### src/rtl/tx_retry_queue_unit_defines.svh
// ----------------------------------------------------------------------------
// tx_retry_queue_unit_defines.svh
// Assertion macros shared by the transmit retry queue RTL.
// ----------------------------------------------------------------------------
`ifndef TX_RETRY_QUEUE_UNIT_DEFINES_SVH
`define TX_RETRY_QUEUE_UNIT_DEFINES_SVH

// Check that a condition implies another in the same cycle.
`define TRQ_ASSERT_SAME(label, clk, rst_n, ante, cons) \
  label: assert property (@(posedge clk) disable iff (!(rst_n)) (ante) |-> (cons)) \
    else $error("%m: same-cycle check failed");

// Check that a condition implies another in the next cycle.
`define TRQ_ASSERT_NEXT(label, clk, rst_n, ante, cons) \
  label: assert property (@(posedge clk) disable iff (!(rst_n)) (ante) |=> (cons)) \
    else $error("%m: next-cycle check failed");

`endif

### src/rtl/trq_pkg.sv
// ----------------------------------------------------------------------------
// trq_pkg
// Types, codes and reset values of the transmit retry queue.
// ----------------------------------------------------------------------------
package trq_pkg;

  // Command codes of the input transaction
  localparam logic [1:0] CMD_ENQ     = 2'd0;
  localparam logic [1:0] CMD_TICK    = 2'd1;
  localparam logic [1:0] CMD_OUTCOME = 2'd2;

  // Result kinds
  localparam logic [1:0] KIND_ENQ    = 2'd0;
  localparam logic [1:0] KIND_IDLE   = 2'd1;
  localparam logic [1:0] KIND_TX     = 2'd2;
  localparam logic [1:0] KIND_REPORT = 2'd3;

  // Outcome reports
  localparam logic [1:0] REP_SENT  = 2'd0;
  localparam logic [1:0] REP_RETRY = 2'd1;
  localparam logic [1:0] REP_DROP  = 2'd2;

  // Configuration register indexes
  localparam int CFG_IDX_W  = 3;
  localparam int CFG_DATA_W = 16;
  localparam logic [CFG_IDX_W-1:0] CFG_RADIO_EN    = 3'd0;
  localparam logic [CFG_IDX_W-1:0] CFG_IS_SERVER   = 3'd1;
  localparam logic [CFG_IDX_W-1:0] CFG_QUEUE_LIMIT = 3'd2;
  localparam logic [CFG_IDX_W-1:0] CFG_MAX_RETRIES = 3'd3;
  localparam logic [CFG_IDX_W-1:0] CFG_RETRY_DELAY = 3'd4;
  localparam logic [CFG_IDX_W-1:0] CFG_SEND_GAP    = 3'd5;

  // Reset values of the configuration registers
  localparam logic [3:0]  RST_QUEUE_LIMIT = 4'd10;
  localparam logic [3:0]  RST_MAX_RETRIES = 4'd10;
  localparam logic [15:0] RST_RETRY_DELAY = 16'd1000;
  localparam logic [15:0] RST_SEND_GAP    = 16'd100;

  // Tag in the top nibble of every packed message
  localparam logic [3:0] MSG_TAG = 4'hD;

  // Highest retry count that can be reported
  localparam logic [3:0] RETRY_SAT = 4'hF;

  localparam int DEF_QUEUE_DEPTH = 16;

  typedef struct packed {
    logic [1:0]  cmd;
    logic [3:0]  dev_cmd;
    logic [7:0]  dev_id;
    logic [15:0] payload;
    logic [7:0]  dest_node;
    logic        write_ok;
  } item_t;

  typedef struct packed {
    logic [1:0]  kind;
    logic        accepted;
    logic [31:0] message;
    logic [7:0]  out_node;
    logic [1:0]  report;
    logic [3:0]  retry_count;
    logic        link_up;
  } result_t;

  typedef struct packed {
    logic [31:0] message;
    logic [7:0]  node;
    logic [3:0]  retries;
    logic [31:0] retry_time;
  } qentry_t;

  typedef struct packed {
    logic [31:0] message;
    logic [7:0]  node;
    logic [3:0]  retries;
  } flight_t;

  typedef struct packed {
    logic        radio_en;
    logic        is_server;
    logic [3:0]  queue_limit;
    logic [3:0]  max_retries;
    logic [15:0] retry_delay;
    logic [15:0] send_gap;
  } cfg_t;

endpackage

### src/rtl/trq_stream_if.sv
// ----------------------------------------------------------------------------
// trq_stream_if
// Valid/ready channel carrying one payload per transaction.
// ----------------------------------------------------------------------------
interface trq_stream_if #(
  parameter type payload_t = logic
);
  logic     valid;
  logic     ready;
  payload_t data;

  modport source (output valid, output data, input ready);
  modport sink   (input valid, input data, output ready);
endinterface

### src/rtl/trq_queue_mem.sv
// ----------------------------------------------------------------------------
// trq_queue_mem
// Circular queue storage: one write port, one registered read port with
// write-to-read forwarding so the head entry is always ready.
// ----------------------------------------------------------------------------
module trq_queue_mem #(
  parameter  int DEPTH = trq_pkg::DEF_QUEUE_DEPTH,
  localparam int AW    = $clog2(DEPTH)
) (
  input  logic              clk,
  input  logic              wr_en,
  input  logic [AW-1:0]     wr_addr,
  input  trq_pkg::qentry_t  wr_data,
  input  logic [AW-1:0]     rd_addr,
  output trq_pkg::qentry_t  rd_data
);

  trq_pkg::qentry_t mem [DEPTH];
  trq_pkg::qentry_t rd_data_r;

  // Write the tail entry
  always_ff @(posedge clk) begin
    if (wr_en) begin
      mem[wr_addr] <= wr_data;
    end
  end

  // Read the next head entry; forward a write to the same address
  always_ff @(posedge clk) begin
    if (wr_en && (wr_addr == rd_addr)) begin
      rd_data_r <= wr_data;
    end else begin
      rd_data_r <= mem[rd_addr];
    end
  end

  assign rd_data = rd_data_r;

endmodule

### src/rtl/trq_ctrl.sv
// ----------------------------------------------------------------------------
// trq_ctrl
// Queue pointers, in-flight packet, millisecond clock, link flag and
// configuration; computes the result of one command in a single pass.
// ----------------------------------------------------------------------------
`include "tx_retry_queue_unit_defines.svh"

module trq_ctrl #(
  parameter  int QUEUE_DEPTH = trq_pkg::DEF_QUEUE_DEPTH,
  localparam int AW          = $clog2(QUEUE_DEPTH)
) (
  input  logic                             clk,
  input  logic                             rst_n,
  input  logic                             cfg_we,
  input  logic [trq_pkg::CFG_IDX_W-1:0]    cfg_index,
  input  logic [trq_pkg::CFG_DATA_W-1:0]   cfg_data,
  input  logic                             fire,
  input  trq_pkg::item_t                   item,
  input  trq_pkg::qentry_t                 head_entry,
  output trq_pkg::result_t                 result,
  output logic                             wr_en,
  output logic [AW-1:0]                    wr_addr,
  output trq_pkg::qentry_t                 wr_data,
  output logic [AW-1:0]                    rd_addr
);

  localparam int CNT_W = $clog2(QUEUE_DEPTH + 1);
  localparam int CMP_W = (CNT_W > 4) ? CNT_W : 4;

  trq_pkg::cfg_t    cfg_r;
  logic [AW-1:0]    head_r, head_nxt;
  logic [AW-1:0]    tail_r, tail_nxt;
  logic [CNT_W-1:0] count_r, count_nxt;
  logic             in_flight_r, in_flight_nxt;
  trq_pkg::flight_t flight_r, flight_nxt;
  logic [31:0]      now_r, now_nxt;
  logic [31:0]      next_send_r, next_send_nxt;
  logic             server_up_r, server_up_nxt;

  logic [31:0]      msg;
  logic             q_empty;
  logic             q_full;
  logic             over_limit;
  logic             enq_ok;
  logic [31:0]      now_inc;
  logic             tx_ok;
  logic [3:0]       retry_inc;
  logic             requeue_ok;
  logic [AW-1:0]    head_inc;
  logic [AW-1:0]    tail_inc;

  // Decode queue status and the conditions of each command
  assign msg        = {trq_pkg::MSG_TAG, item.dev_cmd, item.dev_id, item.payload};
  assign q_empty    = (count_r == '0);
  assign q_full     = (count_r == CNT_W'(QUEUE_DEPTH));
  assign over_limit = (CMP_W'(count_r) > CMP_W'(cfg_r.queue_limit));
  assign enq_ok     = cfg_r.radio_en && (server_up_r || q_empty) && !over_limit && !q_full;
  assign now_inc    = now_r + 32'd1;
  assign tx_ok      = cfg_r.radio_en && !in_flight_r && (next_send_r <= now_inc) && !q_empty
                      && ((head_entry.retries == '0) || (head_entry.retry_time <= now_inc));
  assign retry_inc  = (flight_r.retries == trq_pkg::RETRY_SAT) ? trq_pkg::RETRY_SAT
                                                                : flight_r.retries + 4'd1;
  assign requeue_ok = (flight_r.retries < cfg_r.max_retries) && !q_full;
  assign head_inc   = (head_r == AW'(QUEUE_DEPTH - 1)) ? '0 : head_r + AW'(1);
  assign tail_inc   = (tail_r == AW'(QUEUE_DEPTH - 1)) ? '0 : tail_r + AW'(1);

  // Work out next state, queue write and result of the current command
  always_comb begin
    head_nxt      = head_r;
    tail_nxt      = tail_r;
    count_nxt     = count_r;
    in_flight_nxt = in_flight_r;
    flight_nxt    = flight_r;
    now_nxt       = now_r;
    next_send_nxt = next_send_r;
    server_up_nxt = server_up_r;
    wr_en         = 1'b0;
    wr_data       = '0;
    result        = '0;
    result.kind   = trq_pkg::KIND_IDLE;

    if (fire) begin
      unique case (item.cmd)
        trq_pkg::CMD_ENQ: begin
          result.kind     = trq_pkg::KIND_ENQ;
          result.accepted = enq_ok;
          result.message  = msg;
          result.out_node = item.dest_node;
          if (enq_ok) begin
            wr_en     = 1'b1;
            wr_data   = '{message: msg, node: item.dest_node, retries: 4'd0,
                          retry_time: 32'd0};
            tail_nxt  = tail_inc;
            count_nxt = count_r + CNT_W'(1);
          end
        end
        trq_pkg::CMD_TICK: begin
          now_nxt = now_inc;
          if (tx_ok) begin
            flight_nxt         = '{message: head_entry.message, node: head_entry.node,
                                   retries: head_entry.retries};
            head_nxt           = head_inc;
            count_nxt          = count_r - CNT_W'(1);
            in_flight_nxt      = 1'b1;
            result.kind        = trq_pkg::KIND_TX;
            result.message     = head_entry.message;
            result.out_node    = head_entry.node;
            result.retry_count = head_entry.retries;
          end
        end
        trq_pkg::CMD_OUTCOME: begin
          if (in_flight_r) begin
            in_flight_nxt   = 1'b0;
            result.kind     = trq_pkg::KIND_REPORT;
            result.message  = flight_r.message;
            result.out_node = flight_r.node;
            if (item.write_ok) begin
              result.report      = trq_pkg::REP_SENT;
              result.retry_count = flight_r.retries;
              if (!cfg_r.is_server) begin
                server_up_nxt = 1'b1;
              end
            end else begin
              result.retry_count = retry_inc;
              if (requeue_ok) begin
                result.report = trq_pkg::REP_RETRY;
                wr_en         = 1'b1;
                wr_data       = '{message: flight_r.message, node: flight_r.node,
                                  retries: retry_inc,
                                  retry_time: now_r + {16'd0, cfg_r.retry_delay}};
                tail_nxt      = tail_inc;
                count_nxt     = count_r + CNT_W'(1);
              end else begin
                result.report = trq_pkg::REP_DROP;
                if (!cfg_r.is_server) begin
                  server_up_nxt = 1'b0;
                end
              end
            end
            next_send_nxt = now_r + {16'd0, cfg_r.send_gap};
          end
        end
        default: begin
          // unused command: nothing to do
        end
      endcase
    end

    result.link_up = server_up_nxt;
  end

  assign wr_addr = tail_r;
  assign rd_addr = head_nxt;

  // Hold queue, flight and clock state
  always_ff @(posedge clk) begin
    if (!rst_n) begin
      head_r      <= '0;
      tail_r      <= '0;
      count_r     <= '0;
      in_flight_r <= 1'b0;
      flight_r    <= '0;
      now_r       <= '0;
      next_send_r <= '0;
      server_up_r <= 1'b0;
    end else begin
      head_r      <= head_nxt;
      tail_r      <= tail_nxt;
      count_r     <= count_nxt;
      in_flight_r <= in_flight_nxt;
      flight_r    <= flight_nxt;
      now_r       <= now_nxt;
      next_send_r <= next_send_nxt;
      server_up_r <= server_up_nxt;
    end
  end

  // Take configuration writes
  always_ff @(posedge clk) begin
    if (!rst_n) begin
      cfg_r.radio_en    <= 1'b0;
      cfg_r.is_server   <= 1'b0;
      cfg_r.queue_limit <= trq_pkg::RST_QUEUE_LIMIT;
      cfg_r.max_retries <= trq_pkg::RST_MAX_RETRIES;
      cfg_r.retry_delay <= trq_pkg::RST_RETRY_DELAY;
      cfg_r.send_gap    <= trq_pkg::RST_SEND_GAP;
    end else if (cfg_we) begin
      unique case (cfg_index)
        trq_pkg::CFG_RADIO_EN:    cfg_r.radio_en    <= cfg_data[0];
        trq_pkg::CFG_IS_SERVER:   cfg_r.is_server   <= cfg_data[0];
        trq_pkg::CFG_QUEUE_LIMIT: cfg_r.queue_limit <= cfg_data[3:0];
        trq_pkg::CFG_MAX_RETRIES: cfg_r.max_retries <= cfg_data[3:0];
        trq_pkg::CFG_RETRY_DELAY: cfg_r.retry_delay <= cfg_data;
        trq_pkg::CFG_SEND_GAP:    cfg_r.send_gap    <= cfg_data;
        default: begin
          // index beyond the register list: ignore
        end
      endcase
    end
  end

  // Queue occupancy agrees with the pointers
  `TRQ_ASSERT_SAME(a_count_bound, clk, rst_n, 1'b1, count_r <= CNT_W'(QUEUE_DEPTH))
  `TRQ_ASSERT_SAME(a_ptr_match, clk, rst_n, (count_r == '0) || q_full, head_r == tail_r)
  // A transmit request leaves a packet in flight
  `TRQ_ASSERT_NEXT(a_tx_flight, clk, rst_n, fire && (result.kind == trq_pkg::KIND_TX),
                   in_flight_r)
  // An outcome report needs a packet in flight and clears it
  `TRQ_ASSERT_NEXT(a_report_clr, clk, rst_n, fire && (result.kind == trq_pkg::KIND_REPORT),
                   !in_flight_r)

endmodule

### src/rtl/tx_retry_queue_unit.sv
// ----------------------------------------------------------------------------
// tx_retry_queue_unit
// Transmit queue with retries for a packet radio link.
//
//   channel   dir  payload             transfer
//   in_chan   in   trq_pkg::item_t     valid & ready
//   out_chan  out  trq_pkg::result_t   valid & ready
//   cfg_*     in   index + 16b data    cfg_we, no read-back
//
// One command per cycle while the result channel does not stall; a taken
// transaction passes the input register, then the result register.
// The single-pass control logic plus one queue read port set this rate:
// the head entry is prefetched into a register every cycle.
// rst_n is synchronous; the queue storage is not cleared and needs no sweep.
// A stalled result holds the pipe; the input register still takes a
// transaction while the result register drains.
// ----------------------------------------------------------------------------
module tx_retry_queue_unit #(
  parameter int QUEUE_DEPTH = trq_pkg::DEF_QUEUE_DEPTH
) (
  input  logic                            clk,
  input  logic                            rst_n,
  trq_stream_if.sink                      in_chan,
  trq_stream_if.source                    out_chan,
  input  logic                            cfg_we,
  input  logic [trq_pkg::CFG_IDX_W-1:0]   cfg_index,
  input  logic [trq_pkg::CFG_DATA_W-1:0]  cfg_data
);

  localparam int AW = $clog2(QUEUE_DEPTH);

  logic             in_valid_r;
  trq_pkg::item_t   in_item_r;
  logic             out_valid_r;
  trq_pkg::result_t out_res_r;
  logic             fire;
  trq_pkg::result_t result;
  logic             wr_en;
  logic [AW-1:0]    wr_addr;
  trq_pkg::qentry_t wr_data;
  logic [AW-1:0]    rd_addr;
  trq_pkg::qentry_t head_entry;

  // Advance when the result register is free or being drained
  assign fire          = in_valid_r && (!out_valid_r || out_chan.ready);
  assign in_chan.ready = !in_valid_r || fire;

  // Hold valid flags of the input and result registers
  always_ff @(posedge clk) begin
    if (!rst_n) begin
      in_valid_r  <= 1'b0;
      out_valid_r <= 1'b0;
    end else begin
      if (in_chan.ready) begin
        in_valid_r <= in_chan.valid;
      end
      if (fire) begin
        out_valid_r <= 1'b1;
      end else if (out_chan.ready) begin
        out_valid_r <= 1'b0;
      end
    end
  end

  // Capture transaction and result payloads
  always_ff @(posedge clk) begin
    if (in_chan.valid && in_chan.ready) begin
      in_item_r <= in_chan.data;
    end
    if (fire) begin
      out_res_r <= result;
    end
  end

  assign out_chan.valid = out_valid_r;
  assign out_chan.data  = out_res_r;

  trq_ctrl #(
    .QUEUE_DEPTH (QUEUE_DEPTH)
  ) u_ctrl (
    .clk        (clk),
    .rst_n      (rst_n),
    .cfg_we     (cfg_we),
    .cfg_index  (cfg_index),
    .cfg_data   (cfg_data),
    .fire       (fire),
    .item       (in_item_r),
    .head_entry (head_entry),
    .result     (result),
    .wr_en      (wr_en),
    .wr_addr    (wr_addr),
    .wr_data    (wr_data),
    .rd_addr    (rd_addr)
  );

  trq_queue_mem #(
    .DEPTH (QUEUE_DEPTH)
  ) u_mem (
    .clk     (clk),
    .wr_en   (wr_en),
    .wr_addr (wr_addr),
    .wr_data (wr_data),
    .rd_addr (rd_addr),
    .rd_data (head_entry)
  );

endmodule

### src/flat_wrapper.sv
// flat-port wrapper written by rule: the top's interface ports become plain ports
module tx_retry_queue_unit_flat import trq_pkg::*;
#(
  parameter int QUEUE_DEPTH = trq_pkg::DEF_QUEUE_DEPTH
)
  (clk, rst_n, cfg_we, cfg_index, cfg_data, in_chan_valid, in_chan_data, in_chan_ready, out_chan_valid, out_chan_data, out_chan_ready);
  trq_stream_if #(.payload_t(item_t)) in_chan_i ();
  trq_stream_if #(.payload_t(result_t)) out_chan_i ();
  input  logic clk;
  input  logic rst_n;
  input  logic cfg_we;
  input  logic [trq_pkg::CFG_IDX_W-1:0] cfg_index;
  input  logic [trq_pkg::CFG_DATA_W-1:0] cfg_data;
  input wire logic [$bits(in_chan_i.valid)-1:0] in_chan_valid;
  input wire logic [$bits(in_chan_i.data)-1:0] in_chan_data;
  output wire logic [$bits(in_chan_i.ready)-1:0] in_chan_ready;
  output wire logic [$bits(out_chan_i.valid)-1:0] out_chan_valid;
  output wire logic [$bits(out_chan_i.data)-1:0] out_chan_data;
  input wire logic [$bits(out_chan_i.ready)-1:0] out_chan_ready;
  assign in_chan_i.valid = in_chan_valid;
  assign in_chan_i.data = in_chan_data;
  assign in_chan_ready = in_chan_i.ready;
  assign out_chan_valid = out_chan_i.valid;
  assign out_chan_data = out_chan_i.data;
  assign out_chan_i.ready = out_chan_ready;
  tx_retry_queue_unit #(.QUEUE_DEPTH(QUEUE_DEPTH)) u_core (.clk(clk), .rst_n(rst_n), .in_chan(in_chan_i), .out_chan(out_chan_i), .cfg_we(cfg_we), .cfg_index(cfg_index), .cfg_data(cfg_data));
endmodule
### config.mk
export PLATFORM = sky130hd
export DESIGN_NAME = tx_retry_queue_unit_flat
export DESIGN_NICKNAME = d
export VERILOG_FILES = /design/src/rtl/trq_pkg.sv /design/src/rtl/trq_stream_if.sv /design/src/rtl/trq_queue_mem.sv /design/src/rtl/trq_ctrl.sv /design/src/rtl/tx_retry_queue_unit.sv /design/src/flat_wrapper.sv
export VERILOG_INCLUDE_DIRS = /design/src /design/src/rtl
export SDC_FILE = /design/constraint.sdc
export NUM_CORES = 2
export LEC_CHECK = 0
export ABC_AREA = 1
export BUFFER_PORTS_ARGS = -buffer_cell sky130_fd_sc_hd__buf_4
export CAP_MARGIN = 5
export CORE_MARGIN = 2
export CORE_UTILIZATION = 35
export CTS_CLUSTER_DIAMETER = 50
export CTS_CLUSTER_SIZE = 8
export DETAILED_ROUTE_END_ITERATION = 7
export PLACE_DENSITY_LB_ADDON = 0.2
export SLEW_MARGIN = 40
export SYNTH_ARGS = -nofsm -noshare
export SYNTH_HDL_FRONTEND = slang
export SYNTH_SLANG_ARGS = --single-unit
### constraint.sdc
create_clock -name clk -period 5.8 [get_ports clk]
set_input_delay 1.16 -clock clk [delete_from_list [all_inputs] [get_ports clk]]
set_output_delay 1.16 -clock clk [all_outputs]
set_load 0.1 [all_outputs]
==> qor.csv <==
metric,value,unit
unique cell type count in the Yosys netlist,51,
Cells after Synth,5253,
Vias,42500,
crit share post-route,90.2,%
CTS sink cnt,1476,
Rows,154,
r2r endpoint,u_core.out_chan.data[33],
max-cap violations,0,
P&R area growth vs syn,16.6,%
WS Path Type,flop to flop,
clk_lat worst skew,0.82,ns
first-pass GRT wire length,275000,µm
Async SR Flop Fraction,0,%
DRT antenna net count,0,
peak supply drop,0.263,mV
pin count of the biggest net entering global routing,191,
filler cell count,16600,
Hold Path Class,flop to flop,
total wire length,188000,µm
Post-route DRC,0,
Worst Max-Slew Pin Slew,0.892,ns
diode count,0,
grt ovf,0,
"EDFF count, synth",1305,
top cell type's share of synthesized area,63.2,%
Layout Nets,5553,
DR pass1 iterations,5,
syn nets,5434,
overall power,23.4,mW
register area share after synthesis,68.7,%
drt via density,5.42,
share of cells above drive strength 1,10.6,%
max frequency,0.191,GHz
initial antenna violation count,0,
CP max FO,42,
Die W,425,µm
end of the critical path,u_core.out_chan.data[33],
total track usage,20.3,%
capturing element type of the critical path,flop,
top-count cell post-synth,edfxtp_1,
number of setup violations in the final report,0,
Slew headroom,40.5,%
Clock transition at path regs,0.05,ns
met3 Track Usage GR,3.20,%
synthesized flop and latch total,1476,
Root Driver,clkbuf_16,
"Slew Viols, Final",0,
Initial Util,35.2,%
die height,425,µm
clock skew,0.0506,ns
LEAKAGE,25.5,nW
Reg-to-Reg Start,u_core.u_ctrl.now_r[0],
post-CTS sizing,0,
Post-Syn Area,62000,µm²
Clock Tree Buf Depth,3,
"Data arrival, critical path",5.88,ns
Worst Setup SP,u_core.u_ctrl.now_r[0],
pwr dens,324,nW/µm²
Inserted Clock Buffers,209,
core area,176000,µm²
area of the die,181000,µm²
IO Count,115,
synth top area cells,"edfxtp_1, dfxtp_1, o21ai_0",
HPWL Detailed,101000,µm
gpl congestion,0.849,
Final Hold Violating Endpoints,0,
setup TNS,0,ns
startpoint types,flop,
I/O Buffers,114,
outcome,"complete, no violations",
GRT met2 Usage,33.3,%
Syn. warnings,0,
GRT busiest layer,met2,
FF-to-FF path depth,26,
FF-to-FF setup slack,0.57,ns
ys flop type,edfxtp_1,
CTS tree,yes,
largest area contributor in the netlist,edfxtp_1,
worst path required time,6.45,ns
unrepaired setup endpoints after global routing,no,
vias in the first global route,41000,
H-tree Lvls,4,
Syn Area/Cell,11.8,µm²
DRT iter0 DRCs,3769,
Wirelength per Cell,23.9,µm
met1 Usage GRT,27.6,%
Post-CTS Setup Inserts,0,
minimum clock period,5.23,ns
commonest cells in the netlist,"edfxtp_1, nor2_1, nand2_1, o21ai_0, a21oi_1",
hold buffer count at cts,0,
how the worst min path moves through the flow:
stage / cells past startpoint / slack, ns / to / from
global placement: 2 / 0.45 / u_core.u_ctrl.flight_r[4] / u_core.u_ctrl.flight_r[4]
finish: 2 / 0.46 / u_core.u_ctrl.flight_r[29] / u_core.u_ctrl.flight_r[29]
detailed placement: 2 / 0.46 / u_core.u_ctrl.flight_r[23] / u_core.u_ctrl.flight_r[23]
floorplan: 2 / 0.43 / u_core.u_ctrl.next_send_r[0] / u_core.u_ctrl.next_send_r[0]
CTS: 1 / 0.45 / u_core.in_item_r[14] / in_chan_data[14]
global route: 1 / 0.46 / u_core.in_item_r[20] / in_chan_data[20]
metrics by stage:
stage / std cells / hold slack (ns) / util [%] / instance area, µm² / worst slack [ns]
floorplan: 5253 / 0.433 / - / 62000 / -0.271
global placement: 7498 / 0.448 / 37.4 / 65900 / 0.522
detailed placement: 7500 / 0.456 / 37.6 / 66200 / 0.431
CTS: 7841 / 0.452 / 41.0 / 72300 / 0.419
global route: 7842 / 0.464 / 41.1 / 72300 / 0.0499
finish: 7842 / 0.463 / 41.1 / 72300 / 0.566
worst max-delay path: stages, from the launching register on:
cell	delay [ns]
dfxtp_1	0.39
inv_1	0.13
nor3_2	0.28
nand3_1	0.16
nor2_1	0.22
nand2_1	0.11
nor3_1	0.18
nand4_1	0.22
nor2_1	0.32
nand2_1	0.14
nor2_1	0.25
nand3_1	0.14
xor2_1	0.21
inv_1	0.09
ha_1	0.30
nand2_1	0.08
nor4_1	0.35
nand2_1	0.09
nor3_1	0.14
nand2_1	0.09
o21ai_2	0.18
a21oi_4	0.07
nor2_8	0.17
nand2_2	0.12
inv_8	0.32
nand2_1	0.11
a21oi_1	0.14
state kept, by name, summed over array words and instances (netlist names), named ones only:
| name | count |
|---|---|
| u_core.u_ctrl.wr_addr | 4 |
| u_core.u_ctrl.next_send_r | 32 |
| u_core.out_chan.valid | 1 |
| u_core.u_ctrl.server_up_r | 1 |
| u_core.u_ctrl.in_flight_r | 1 |
| u_core.u_mem.mem | 1216 |
| u_core.out_chan.data | 50 |
| u_core.in_valid_r | 1 |
| u_core.u_ctrl.count_r | 5 |
| u_core.u_ctrl.cfg_r | 42 |
| u_core.u_ctrl.flight_r | 44 |
| u_core.in_item_r | 39 |
| u_core.u_ctrl.now_r | 32 |
| u_core.u_ctrl.head_r | 4 |
kinds of logic after synthesis:
kind of cell	count (synthesis)	share of synthesized area, %
xor gates and xnor gates	52	0.734
and+or+nand+nor	1461	9.57
AOI/OAI and AO/OA	1471	14.3
buffers and inverters	675	4.26
DFF	1476	68.7
adders and majority gates	118	2.42
power by group:
| group | internal (mW) | total [mW] | leakage (nW) | switching, mW |
|---|---|---|---|---|
| Combinational | 0.147 | 0.535 | 9.12 | 0.388 |
| Clock | 6.86 | 11.3 | 2.89 | 4.48 |
| Sequential | 11.5 | 11.5 | 13.5 | 0.0526 |
per-layer routing:
layer / part of all wire, % / vias to the layer above
met3: 5.4 / 309
li1: - / 19500
met5: 0 / -
met1: 44 / 21300
met4: 2.5 / 0
met2: 48 / 1286
cell usage in the layout, fill, tap and decap left out, types with 29 or more instances in the layout:
master / instances
a21oi_1: 390
a221oi_1: 70
buf_4: 202
clkbuf_1: 106
clkbuf_16: 214
dfxtp_1: 167
edfxtp_1: 1305
ha_1: 114
inv_1: 329
nand2_1: 587
nand3_1: 190
nor2_1: 558
nor3_1: 34
o211ai_1: 81
o21ai_0: 537
o221ai_1: 169
o22ai_1: 97
o22ai_2: 29
xor2_1: 39
layout make-up:
type	instances	area, µm²	area share [%]
multi-input combinational	3102	17200	23.7
timing repair buffer	239	2200	3.05
clock buffer	321	5770	7.98
clock inverter	20	280	0.388
inverter	344	1330	1.84
sequential	1476	42600	59.0
tap	2340	2930	4.05
No activity file was read; power rests on OpenSTA's default activity.
